--- src/hw/rtl/hso_pkg.sv ---
// Shared types and constants for the heat stencil obstacle cell block.
// No dependencies; every other file of the block imports this package.
package hso_pkg;

    localparam int GRID_MAX   = 256;
    localparam int FRAC_BITS  = 24;

    localparam int POS_W      = 8;
    localparam int T_W        = 25;
    localparam int COORD_W    = 16;
    localparam int COEFF_W    = 24;
    localparam int GRID_W     = 9;
    localparam int CFG_IDX_W  = 3;
    localparam int CFG_DATA_W = 25;

    // Compare width for grid sizes against the clamp value.
    localparam int GRID_CW = ($clog2(GRID_MAX + 1) > GRID_W) ? $clog2(GRID_MAX + 1) : GRID_W;

    // Disk geometry: positions run from -1 to 2^POS_W, scaled to 1/256 grid units.
    localparam int SCALE_SH = 8;
    localparam int PPOS_W   = POS_W + 2;
    localparam int DIFF_W   = PPOS_W + SCALE_SH;
    localparam int SQ_W     = 2 * DIFF_W - 2;
    localparam int RR_W     = 2 * COORD_W;

    // Stencil arithmetic.
    localparam int D2_W   = T_W + 3;
    localparam int PROD_W = D2_W + COEFF_W + 1;
    localparam int SUM_W  = PROD_W + 1;
    localparam int SHV_W  = SUM_W - FRAC_BITS;

    localparam logic [T_W-1:0] TEMP_TOP =
        (FRAC_BITS >= T_W) ? {T_W{1'b1}} : (T_W'(1) << FRAC_BITS);

    localparam logic [COORD_W-1:0]    RST_DISK_COL  = 16'd16384;
    localparam logic [COORD_W-1:0]    RST_DISK_ROW  = 16'd16384;
    localparam logic [COORD_W-1:0]    RST_DISK_RAD  = 16'd3277;
    localparam logic [COEFF_W-1:0]    RST_COEFF_X   = 24'd4026532;
    localparam logic [COEFF_W-1:0]    RST_COEFF_Y   = 24'd4026532;
    localparam logic [T_W-1:0]        RST_THRESHOLD = 25'd17;
    localparam logic [GRID_W-1:0]     RST_GRID_COLS = 9'd128;
    localparam logic [GRID_W-1:0]     RST_GRID_ROWS = 9'd128;

    typedef enum logic [CFG_IDX_W-1:0] {
        REG_DISK_CENTER_COL,
        REG_DISK_CENTER_ROW,
        REG_DISK_RADIUS,
        REG_COEFF_X,
        REG_COEFF_Y,
        REG_SETTLE_THRESHOLD,
        REG_GRID_COLS,
        REG_GRID_ROWS
    } cfg_reg_e;

    typedef struct packed {
        logic [COORD_W-1:0] disk_center_col;
        logic [COORD_W-1:0] disk_center_row;
        logic [COORD_W-1:0] disk_radius;
        logic [COEFF_W-1:0] coeff_x;
        logic [COEFF_W-1:0] coeff_y;
        logic [T_W-1:0]     settle_threshold;
        logic [GRID_W-1:0]  grid_cols;
        logic [GRID_W-1:0]  grid_rows;
    } cfg_t;

    typedef struct packed {
        logic [POS_W-1:0] cell_col;
        logic [POS_W-1:0] cell_row;
        logic [T_W-1:0]   temp_center;
        logic [T_W-1:0]   temp_left;
        logic [T_W-1:0]   temp_right;
        logic [T_W-1:0]   temp_below;
        logic [T_W-1:0]   temp_above;
        logic             sweep_start;
    } cell_t;

    typedef struct packed {
        logic [T_W-1:0] temp_next;
        logic [T_W-1:0] cell_delta;
        logic [T_W-1:0] sweep_max_delta;
        logic           settled;
    } result_t;

    // Temperatures and sweep mark carried alongside the geometry stages.
    typedef struct packed {
        logic [T_W-1:0] center;
        logic [T_W-1:0] left;
        logic [T_W-1:0] right;
        logic [T_W-1:0] below;
        logic [T_W-1:0] above;
        logic           start;
    } temps_t;

    // Geometry verdict for one cell.
    typedef struct packed {
        logic frame;
        logic in_center;
        logic in_left;
        logic in_right;
        logic in_below;
        logic in_above;
    } geo_t;

    // Per-stage load enables from the pipeline control.
    typedef struct packed {
        logic s1;
        logic s2;
        logic s3;
        logic s4;
        logic s5;
        logic s6;
    } adv_t;

    // Cell result ahead of the running maximum.
    typedef struct packed {
        logic [T_W-1:0] temp_next;
        logic [T_W-1:0] cell_delta;
        logic           sweep_start;
    } upd_t;

endpackage

--- src/hw/rtl/hso_cfg.sv ---
// Configuration register file with a plain write port, no read-back.
// Depends on hso_pkg for the register layout and reset values.
module hso_cfg (
    input  logic                           clk,
    input  logic                           rst_n,
    input  logic                           cfg_we,
    input  logic [hso_pkg::CFG_IDX_W-1:0]  cfg_index,
    input  logic [hso_pkg::CFG_DATA_W-1:0] cfg_data,
    output hso_pkg::cfg_t                  cfg
);
    import hso_pkg::*;

    cfg_t cfg_reg;
    cfg_t cfg_next;

    always_comb
    begin
        cfg_next = cfg_reg;
        if (cfg_we)
        begin
            case (cfg_reg_e'(cfg_index))
                REG_DISK_CENTER_COL:  cfg_next.disk_center_col  = cfg_data[COORD_W-1:0];
                REG_DISK_CENTER_ROW:  cfg_next.disk_center_row  = cfg_data[COORD_W-1:0];
                REG_DISK_RADIUS:      cfg_next.disk_radius      = cfg_data[COORD_W-1:0];
                REG_COEFF_X:          cfg_next.coeff_x          = cfg_data[COEFF_W-1:0];
                REG_COEFF_Y:          cfg_next.coeff_y          = cfg_data[COEFF_W-1:0];
                REG_SETTLE_THRESHOLD: cfg_next.settle_threshold = cfg_data[T_W-1:0];
                REG_GRID_COLS:        cfg_next.grid_cols        = cfg_data[GRID_W-1:0];
                REG_GRID_ROWS:        cfg_next.grid_rows        = cfg_data[GRID_W-1:0];
                default:              cfg_next = cfg_reg;
            endcase
        end
    end

    always_ff @(posedge clk or negedge rst_n)
    begin
        if (!rst_n)
        begin
            cfg_reg.disk_center_col  <= RST_DISK_COL;
            cfg_reg.disk_center_row  <= RST_DISK_ROW;
            cfg_reg.disk_radius      <= RST_DISK_RAD;
            cfg_reg.coeff_x          <= RST_COEFF_X;
            cfg_reg.coeff_y          <= RST_COEFF_Y;
            cfg_reg.settle_threshold <= RST_THRESHOLD;
            cfg_reg.grid_cols        <= RST_GRID_COLS;
            cfg_reg.grid_rows        <= RST_GRID_ROWS;
        end
        else
        begin
            cfg_reg <= cfg_next;
        end
    end

    assign cfg = cfg_reg;

endmodule

--- config.mk ---
export PLATFORM = sky130hd
export DESIGN_NAME = hso_cfg
export DESIGN_NICKNAME = d
export VERILOG_FILES = /design/src/hw/rtl/hso_pkg.sv /design/src/hw/rtl/hso_cfg.sv
export SDC_FILE = /design/constraint.sdc
export NUM_CORES = 1
export LEC_CHECK = 0
export BUFFER_PORTS_ARGS = -buffer_cell sky130_fd_sc_hd__buf_2
export CORE_MARGIN = 2
export CORE_UTILIZATION = 51
export DETAILED_ROUTE_END_ITERATION = 8
export PLACE_DENSITY_LB_ADDON = 0.05
export SYNTH_ARGS = -nofsm -noshare
export SYNTH_HDL_FRONTEND = slang
export SYNTH_SLANG_ARGS = --single-unit
export TNS_END_PERCENT = 100
--- constraint.sdc ---
create_clock -name clk -period 0.8 [get_ports clk]
set_input_delay 0.16 -clock clk [delete_from_list [all_inputs] [get_ports clk]]
set_output_delay 0.16 -clock clk [all_outputs]
set_load 0.005 [all_outputs]
## Word-level counts from Yosys, hierarchy flattened

Cells that the tools add are included.
W data, S select, Z words.

| word-level totals | value |
|---|---|
| register bits after elaboration | 139 |
| input port bits | 31 |
| output and inout port bits | 139 |
| word-level logic and storage cells | 24 |

| operators by class | value |
|---|---|
| equality and inequality tests | 7 |
| reduce and logical (&&, ||, !) cells | 9 |

Operators with widths:

| cell | number |
|---|---|
| $reduce_and A2 Y1 | 8 |
| $eq A3 B3 Y1 const B | 4 |
| $eq A3 B2 Y1 const B | 2 |
| $eq A3 B1 Y1 const B | 1 |
| $logic_not A3 Y1 | 1 |

## Longest topological paths before layout

Gate-level depths: netlist of the first run.

| depth | value |
|---|---|
| depth in word-level cells | 2 |
| gate-level depth with buffers | 5 |
| gate-level depth less buffers | 2 |

## Worst setup path before layout of the first run

No wires, ideal clock.

| timing | value |
|---|---|
| path kind | input-to-reg |
| from | in cfg_index[1] (netlist name) |
| to | reg cfg_reg, in the netlist cfg[129] |
| library setup time | 0.125 ns |
| arrival | 1.265 ns |
| required time | 0.675 ns |
| slack | -0.590 ns |
| stages on the path | 4 |
| path buffers | 2 |
| cells stage by stage | buf_4 -> nor4b_4 -> buf_8 -> mux2_4 |

| between the ends | value |
|---|---|
| word-level cells in the longest chain between the ends | 2 |

Ends and longest elaborated chain:

| what | RTL line | text |
|---|---|---|
| from (decl) | hso_cfg.sv:7 | `input logic [hso_pkg::CFG_IDX_W-1:0] cfg_index,` |
| $logic_not A3 Y1 | hso_cfg.sv:21 | `case (cfg_reg_e'(cfg_index))` |
| $reduce_and A2 Y1 (no line) | n/a |  |
| to (signal assigned) | hso_cfg.sv:50 | `cfg_reg <= cfg_next;` |
| to (decl) | hso_cfg.sv:13 | `cfg_t cfg_reg;` |

Every way passes these cells.
A chain may end at the register's enable or synchronous reset.

## Worst setup path in the final report of the first run

| timing | value |
|---|---|
| from | reg cfg_reg, in the netlist cfg[64] |
| to | out cfg[64] (netlist name) |

RTL lines:

| what | RTL line | text |
|---|---|---|
| to (decl) | hso_cfg.sv:9 | `output hso_pkg::cfg_t cfg` |

No word-level cell between the ends.

==> results.cfg, run 1 <==
[outcome]
status = complete, but fails checks
violations = negative setup slack

[placed_design]
dpl_worst_slack_ns = -0.671
portBuffers = 169
gp_routability_congestion = 0.798
placed_area_mm2 = 0.00677
detailedPlacementHpwl_um = 8150

[clock_tree]
clk_pin_slew_worst_paths_ns = 0.06
clkLatencyLatePin_ns = 0.52
deepest_level_of_the_cts_h_tree = 4
inserted_clock_buffers = 17
tritoncts = yes
cts_root_buf = sky130_fd_sc_hd__clkbuf_8
cts.path.max_buffers = 2
cts_num_sinks = 139

[synth]
yosysWarningCount = 0
netlist-cell-type-count = 13
synth_area_per_cell_um2 = 17.7
synthCells = 302
mappedNetlistArea_mm2 = 0.00534
nets_in_the_synthesized_netlist = 333
synth.yosys.seq_area_share_pct = 65.9
yosys_register_bits = 139

[power]
power_density_over_the_cells_mw_per_mm2 = 2750
ir_worst_vdd_mv = 2.26
static-leakage-power_nw = 4.15

[die]
std_cell_rows = 37
floorplan.die.height_um = 106
design.die.area_mm2 = 0.0113
placeableCoreArea_mm2 = 0.0102
die-width_um = 106
start_util_pct = 52.2
ios = 170

[timing]
slew_viol_final = 0
fin_hold_ws_ns = 0.0338
report.final.hold_viol_count = 0
clock-skew-final_ns = 0
tightestPinTransition_ns = 0.306
final-setup-viol-count = 197
layout_min_cycle_time_ns = 1.34
rsz0062_at_grt = yes
fin_ws_ns = -0.536
finalCritPeriodShare_pct = 167
max_clock_freq_mhz = 748
worst_slew_margin_rel_pct = 79.6

[worst_setup_path]
cp_slowest_cell = sky130_fd_sc_hd__dfstp_2
cpLargestDelayFamily = flip-flops
required_ns = 0.64
criticalPathCategory = reg2out
crit_arrival_ns = 1.18
crit_buf_inv = 1
worst-path-max-fanout = 2
cpPeakStageDelay_ns = 0.54
cells_along_the_critical_path = buf_2
cp-start-kind = flip-flop
timing.critical_path.to_type = output pin

[final_layout]
antenna_cells_inserted = 0
layout.filler_cells = 542
design.final.nets = 618
layout.cells.most_common = sky130_fd_sc_hd__buf_2
area.growth.synth_to_final_pct = 59.3
flip_flop_count_of_the_largest_register_all_copies_and_words_added = 139
layout_common_cells = sky130_fd_sc_hd__buf_2, sky130_fd_sc_hd__dfrtp_1, sky130_fd_sc_hd__mux2_4
layout.cell_area.non_filler_mm2 = 0.00851
layout-drive-gt1-share_pct = 76.5
post-route-util_pct = 83.2

[global_routing]
grt_remaining_overflow = 0
grt_antenna_before_repair = 0
largest_net_degree_at_the_start_of_global_routing = 44
grt.total_usage_pct = 25.3
vias_in_the_first_global_route = 3810
wire_length_of_the_first_global_routing_pass_um = 21100

[route]
detail_route.drc_violations = 0
detail_route.iter0.violations = 144
wl_per_cell_um = 19.6
finalWirelength_um = 14400
detail-route-antenna-nets = 0
vias_post_dr = 3687
via_per_inst = 5.01
drt_first_pass_iters = 4

[min_path]
min_path_type = in2reg

[flow_run]
max_cap_viol_count = 0
==> repair_timing <==
item | in CTS | in global routing
endpoints found under the setup margin | 193 | 199
gates resized for setup | 35 | 53
hold endpoints to repair | 265 | 1
setup buffers | 49 | 34
pin swaps | 1 | 2
gates cloned | 3 | 1
hold buffers | 25 | 1
==> Yosys cell counts <==
cell / number / share of area (%)
sky130_fd_sc_hd__buf_2: 8 / 0.75
sky130_fd_sc_hd__buf_4: 4 / 0.56
sky130_fd_sc_hd__buf_6: 3 / 0.63
sky130_fd_sc_hd__buf_8: 1 / 0.28
sky130_fd_sc_hd__dfrtp_1: 104 / 49
sky130_fd_sc_hd__dfstp_2: 35 / 17
sky130_fd_sc_hd__mux2_2: 129 / 27
sky130_fd_sc_hd__mux2_4: 10 / 2.8
sky130_fd_sc_hd__nand4_1: 1 / 0.12
sky130_fd_sc_hd__nand4b_1: 1 / 0.16
sky130_fd_sc_hd__nand4b_2: 2 / 0.56
sky130_fd_sc_hd__nor4b_4: 1 / 0.44
sky130_fd_sc_hd__nor4bb_1: 3 / 0.56
==> metrics by stage <==
step	setup TNS [ns]	total power [mW]	cells
final	-63.85	23.4	736
after global routing	-70.98	24.4	736
after CTS	-64.91	22.6	719
after detailed placement	-73.20	14.2	610
after global placement	-69.92	14.0	610
after floorplan	-54.08	11.8	302
==> final cells by class <==
cell class / count / area (um^2) / area share, %
clock buffer: 31 / 517 / 6.07
clock inverter: 1 / 30.0 / 0.353
multi-input combinational: 147 / 1980 / 23.3
sequential: 139 / 3520 / 41.4
tap: 136 / 170 / 2.00
timing repair buffer: 282 / 2290 / 26.9
==> layer usage <==
layer	track usage [%]	share of wire, %
met4	8.08	1.2
met2	40.0	51
met5	0	0
met1	33.2	43
met3	8.34	5.2
==> worst paths after layout <==
path,from,endpoint,slack [ns],cells after the start
max in group asynchronous,rst_n,cfg[37]$_DFFE_PN0P_,0.05,3
min,cfg_data[6],cfg[49]$_DFFE_PN0P_,0.03,2
min reg2reg,cfg[11]$_DFFE_PN0P_,cfg[11]$_DFFE_PN0P_,0.50,1
max,cfg[64]$_DFFE_PN1P_,cfg[64],-0.54,1
max reg2reg,cfg[52]$_DFFE_PN0P_,cfg[52]$_DFFE_PN0P_,-0.19,3
min in group asynchronous,rst_n,cfg[86]$_DFFE_PN1P_,0.22,2
==> where the power goes <==
group          internal, mW  switching, mW  total (mW)
Combinational          4.21           2.02        6.23
Clock                  4.55           2.74        7.29
Sequential             8.88          0.970        9.85
Total                  17.6           5.73        23.4
==> logic make-up after synthesis <==
family,count (synthesis),synth area share (%)
simple gates,8,1.85
buf+inv,16,2.22
flops,139,65.9
mux,139,30.0
No activity file was read; power rests on OpenSTA's default activity.
==> inputs of run 2 (changes only) <==
--- a/config.mk
+++ b/config.mk
@@ -5,9 +5,11 @@
 export SDC_FILE = /design/constraint.sdc
 export NUM_CORES = 1
 export LEC_CHECK = 0
+export ABC_AREA = 1
 export BUFFER_PORTS_ARGS = -buffer_cell sky130_fd_sc_hd__buf_2
 export CORE_MARGIN = 2
-export CORE_UTILIZATION = 51
+export CORE_UTILIZATION = 53
+export CTS_BUF_LIST = sky130_fd_sc_hd__clkbuf_2 sky130_fd_sc_hd__clkbuf_4 sky130_fd_sc_hd__clkbuf_8
 export DETAILED_ROUTE_END_ITERATION = 8
 export PLACE_DENSITY_LB_ADDON = 0.05
 export SYNTH_ARGS = -nofsm -noshare
==> results.cfg, run 2 <==
[outcome]
status = complete, but fails checks
violations = negative setup slack

[power]
post_layout_total_power_mw = 20.3
static-leakage-power_nw = 4.58
power_density_over_the_cells_mw_per_mm2 = 2520
ir_worst_vdd_mv = 1.41

[route]
finalWirelength_um = 16500
via_per_inst = 5.03
vias_post_dr = 5219
wl_per_cell_um = 15.9
drt_first_pass_iters = 4
detail_route.drc_violations = 0
detail-route-antenna-nets = 0
detail_route.iter0.violations = 406

[synth]
number_of_flops_mapped_to_enable_cells_by_yosys = 0
nets_in_the_synthesized_netlist = 649
synthDominantCellAreaShare_pct = 46.6
synth.yosys.seq_area_share_pct = 63.1
asyncSetResetFlopFracSynth_pct = 100
synth_flop_type = sky130_fd_sc_hd__dfrtp_1
synth_top_cells_by_area = sky130_fd_sc_hd__dfrtp_1, sky130_fd_sc_hd__nand2_1, sky130_fd_sc_hd__dfstp_2, sky130_fd_sc_hd__nand3_1, sky130_fd_sc_hd__buf_2
synthCells = 618
yosys_register_bits = 139
netlist-cell-type-count = 15
post-synth-top-area-cell = sky130_fd_sc_hd__dfrtp_1
most_frequent_cell_after_synthesis = sky130_fd_sc_hd__nand2_1
synth_area_per_cell_um2 = 9.04
post_synth_most_frequent_cells = sky130_fd_sc_hd__nand2_1, sky130_fd_sc_hd__dfrtp_1, sky130_fd_sc_hd__nand3_1
yosysWarningCount = 0
mappedNetlistArea_mm2 = 0.00558

[die]
placeableCoreArea_mm2 = 0.0103
ios = 170
die-width_um = 107
floorplan.die.height_um = 107
design.die.area_mm2 = 0.0114
std_cell_rows = 37
start_util_pct = 54.3

[final_layout]
flip_flop_count_of_the_largest_register_all_copies_and_words_added = 139
design.final.nets = 920
layout-drive-gt1-share_pct = 41.5
layout.cells.most_common = sky130_fd_sc_hd__nand2_1
layout_common_cells = sky130_fd_sc_hd__nand2_1, sky130_fd_sc_hd__buf_2, sky130_fd_sc_hd__dfrtp_1
post-route-util_pct = 78.6
area.growth.synth_to_final_pct = 44.7
antenna_cells_inserted = 0

[timing]
fin_hold_ws_ns = 0.0227
layout_min_cycle_time_ns = 1.26
finalCritPeriodShare_pct = 157
final-setup-viol-count = 152
slew_viol_final = 0
rsz0062_at_grt = yes
worst_slew_margin_rel_pct = 76.6
max_clock_freq_mhz = 796
tightestPinTransition_ns = 0.350
fin_ws_ns = -0.457
report.final.hold_viol_count = 0
clock-skew-final_ns = 0

[global_routing]
grt.total_usage_pct = 28.8
wire_length_of_the_first_global_routing_pass_um = 25000
grt_antenna_before_repair = 0
largest_net_degree_at_the_start_of_global_routing = 33
vias_in_the_first_global_route = 4901
grt_remaining_overflow = 0

[clock_tree]
cts_num_sinks = 139
clkLatencyLatePin_ns = 0.44
tritoncts = yes
inserted_clock_buffers = 17
cts.path.max_buffers = 2
deepest_level_of_the_cts_h_tree = 4
clk_pin_slew_worst_paths_ns = 0.07
cts_root_buf = sky130_fd_sc_hd__clkbuf_8

[placed_design]
detailedPlacementHpwl_um = 10500
portBuffers = 169
gp_routability_congestion = 0.804

[worst_setup_path]
cpPeakStageDelay_ns = 0.56
required_ns = 0.64
cells_along_the_critical_path = buf_2
criticalPathCategory = reg2out
worst-path-max-fanout = 2
timing.critical_path.to_type = output pin
cpLargestDelayFamily = flip-flops
cp-start-kind = flip-flop
crit_arrival_ns = 1.10
crit_buf_inv = 1
cp_slowest_cell = sky130_fd_sc_hd__dfstp_2

[flow_run]
max_cap_viol_count = 0

[min_path]
min_path_type = in2reg
-- run 2: metal layers --
layer | track usage, % | part of all wire [%]
met1 | 38.2 | 42
met2 | 45.9 | 49
met3 | 8.39 | 6.7
met4 | 9.65 | 1.9
met5 | 0 | 0
-- run 2: worst paths after layout --
check / slack (ns) / depth (start not counted) / startpoint / to
worst min-delay path: 0.02 / 3 / cfg_data[15] / cfg[106]$_DFFE_PN0P_
min in group asynchronous: 0.13 / 2 / rst_n / cfg[36]$_DFFE_PN0P_
worst max register to register: -0.09 / 4 / cfg[66]$_DFFE_PN0P_ / cfg[66]$_DFFE_PN0P_
worst min register to register: 0.47 / 2 / cfg[55]$_DFFE_PN1P_ / cfg[55]$_DFFE_PN1P_
worst max-delay path: -0.46 / 1 / cfg[137]$_DFFE_PN1P_ / cfg[137]
max in group asynchronous: 0.16 / 3 / rst_n / cfg[137]$_DFFE_PN1P_
-- run 2: stage by stage --
step	instances	instance area (um^2)	TNS [ns]	setup WS, ns
3_3_place_gp	916	6790	-43.06	-0.362
2_1_floorplan	618	5700	-2.54	-0.0547
5_1_grt	1038	8080	-54.98	-0.499
6_report	1038	8080	-48.03	-0.457
3_5_place_dp	916	6790	-46.93	-0.406
4_1_cts	998	7670	-50.26	-0.474
-- run 2: kinds of logic after synthesis --
| family | count (synthesis) | share of synthesized area [%] |
|---|---|---|
| buf+inv | 41 | 4.57 |
| flops | 139 | 63.1 |
| simple gates | 438 | 32.4 |
-- run 2: layout make-up --
cell class / count / area (um^2)
Fill cell: 753 / 2200
Clock buffer: 22 / 284
Tap cell: 136 / 170
Multi-Input combinational cell: 438 / 1890
Sequential cell: 139 / 3520
Inverter: 6 / 45.0
Timing Repair Buffer: 287 / 2030
Clock inverter: 10 / 141
-- run 2: timing repair --
action                     in CTS  in global routing
gates resized for setup         7                 24
buffers inserted               36                 40
setup endpoints to repair     139                147
pin swaps                       0                  7
gates cloned                    0                  0
hold buffers                   14                  0
hold endpoints to repair      140                  0
-- run 2: power by group --
part	switching, mW	leakage (nW)	internal (mW)
Clock	2.66	0.213	3.36
Combinational	2.26	2.69	2.71
Sequential	0.770	1.67	8.59
==> inputs of run 3 (changes only) <==
--- a/config.mk
+++ b/config.mk
@@ -5,7 +5,6 @@
 export SDC_FILE = /design/constraint.sdc
 export NUM_CORES = 1
 export LEC_CHECK = 0
-export ABC_AREA = 1
 export BUFFER_PORTS_ARGS = -buffer_cell sky130_fd_sc_hd__buf_2
 export CORE_MARGIN = 2
 export CORE_UTILIZATION = 53
==> results.cfg, run 3 (same netlist as run 1, synthesis figures left out) <==
[outcome]
status = complete, but fails checks
violations = negative setup slack

[global_routing]
grt_util_met2_pct = 48.4
global_route.usage.met3_pct = 6.95
top_usage_layer = met2
grt_antenna_before_repair = 0
wire_length_of_the_first_global_routing_pass_um = 23900
grt.total_usage_pct = 29.4
largest_net_degree_at_the_start_of_global_routing = 40
groute.layer.met1.usage_pct = 37.4
grt_remaining_overflow = 0
vias_in_the_first_global_route = 4023

[placed_design]
portBuffers = 169
gp_routability_congestion = 0.767
placed_area_mm2 = 0.00677
detailedPlacementHpwl_um = 8200

[clock_tree]
cts_root_buf = sky130_fd_sc_hd__clkbuf_8
clkLatencyLatePin_ns = 0.45
cts.path.max_buffers = 2
tritoncts = yes
cts_num_sinks = 139
clk_pin_slew_worst_paths_ns = 0.08
inserted_clock_buffers = 17
deepest_level_of_the_cts_h_tree = 4

[power]
clockPowerShare_pct = 25.5
power.share.switching_pct = 27.1
ir_worst_vdd_mv = 1.87
power.switching_mw = 6.06
share_seq_of_total_power_pct = 44.2
p_comb_share_pct = 30.2
static-leakage-power_nw = 4.35
power_density_over_the_cells_mw_per_mm2 = 2600
internal_power_mw = 16.3
post_layout_total_power_mw = 22.4

[worst_setup_path]
worst_r2r_path_depth = 3
cells_along_the_critical_path = buf_6
cpLargestDelayFamily = flip-flops
cp-start-kind = flip-flop
criticalPathCategory = reg2out
worst-path-max-fanout = 2
worstReg2RegStart = cfg[100]$_DFFE_PN0P_
cp-endpoint = cfg[93]
crit_buf_inv = 1
r2r_slack_ns = -0.22
timing.critical_path.depth = 1
crit_arrival_ns = 1.13
cp_slowest_cell = sky130_fd_sc_hd__dfstp_2
required_ns = 0.64
timing.critical_path.to_type = output pin
cpPeakStageDelay_ns = 0.58
r2r-end = cfg[100]$_DFFE_PN0P_
startpoint = cfg[93]$_DFFE_PN1P_

[die]
placeableCoreArea_mm2 = 0.00977
die-width_um = 104
start_util_pct = 54.7
design.die.area_mm2 = 0.0109
floorplan.die.height_um = 104
ios = 170
std_cell_rows = 36

[timing]
clock-skew-final_ns = 0
worst_slew_margin_rel_pct = 78.9
max_clock_freq_mhz = 775
layout_min_cycle_time_ns = 1.29
final-setup-viol-count = 267
tightestPinTransition_ns = 0.315
fin_ws_ns = -0.491
report.final.hold_viol_count = 0
rsz0062_at_grt = yes
finalCritPeriodShare_pct = 161
slew_viol_final = 0

[final_layout]
design.final.nets = 624
layout.cell_area.non_filler_mm2 = 0.00858
layout.cells.most_common = sky130_fd_sc_hd__buf_2
layout-drive-gt1-share_pct = 80.9
antenna_cells_inserted = 0
layout.filler_cells = 453
flip_flop_count_of_the_largest_register_all_copies_and_words_added = 139
area.growth.synth_to_final_pct = 60.7
layout_common_cells = sky130_fd_sc_hd__buf_2, sky130_fd_sc_hd__mux2_4, sky130_fd_sc_hd__dfrtp_1

[min_path]
min_path_type = in2reg

[route]
detail_route.iter0.violations = 134
via_per_inst = 5.17
vias_post_dr = 3821
detail-route-antenna-nets = 0
wl_per_cell_um = 23.0
finalWirelength_um = 17000
detail_route.drc_violations = 0
drt_first_pass_iters = 6

[flow_run]
max_cap_viol_count = 0
[run 3: final cells by class]
type,instances,area (um^2),share of cell area [%]
sequential,139,3520,41.0
timing repair buffer,288,2370,27.6
multi-input combinational,147,2140,24.9
clock buffer,20,269,3.13
tap,133,166,1.94
clock inverter,12,124,1.44
[run 3: layer usage]
metal,wire length (um),up-vias
met5,0,-
met3,744,37
met1,6920,1978
met2,8850,137
li1,-,1669
met4,464,0
[run 3: per-stage QoR]
step,utilization (%),hold WS [ns],setup slack [ns],setup TNS [ns],instances
CTS,83.8,0.0208,-0.473,-58.24,709
global placement,69.3,-0.0185,-0.632,-73.44,607
detailed placement,69.3,-0.0188,-0.691,-77.11,607
floorplan,-,-0.136,-0.569,-54.08,302
global route,87.8,0.0274,-0.508,-68.87,739
finish,87.8,0.0318,-0.491,-63.04,739
[run 3: how the worst min path moves through the flow]
stage	endpoint	from	slack, ns	depth (start not counted)
global placement	cfg[36]$_DFFE_PN0P_	rst_n	-0.02	1
CTS	cfg[58]$_DFFE_PN0P_	cfg_data[15]	0.02	2
floorplan	cfg[0]$_DFFE_PN0P_	rst_n	-0.14	0
finish	cfg[103]$_DFFE_PN0P_	cfg_data[12]	0.03	2
detailed placement	cfg[38]$_DFFE_PN0P_	rst_n	-0.02	1
global route	cfg[119]$_DFFE_PN0P_	cfg_data[12]	0.03	2
[run 3: power groups by stage]
| stage | sequential [mW] | clock [mW] | combinational, mW |
|---|---|---|---|
| after floorplan | 9.87 | 0 | 1.96 |
| after global placement | 9.71 | 0 | 4.31 |
| after detailed placement | 9.77 | 0 | 4.43 |
| after CTS | 9.66 | 5.65 | 5.66 |
| after global routing | 10.0 | 6.11 | 7.12 |
| final | 9.89 | 5.70 | 6.76 |
[run 3: what timing repair did]
action / in CTS / in global routing
pin swaps: 4 / 4
hold buffers: 10 / 0
setup buffers: 53 / 56
hold endpoints to repair: 162 / 0
cloned: 7 / 0
gates resized for setup: 74 / 59
setup endpoints to repair: 266 / 275
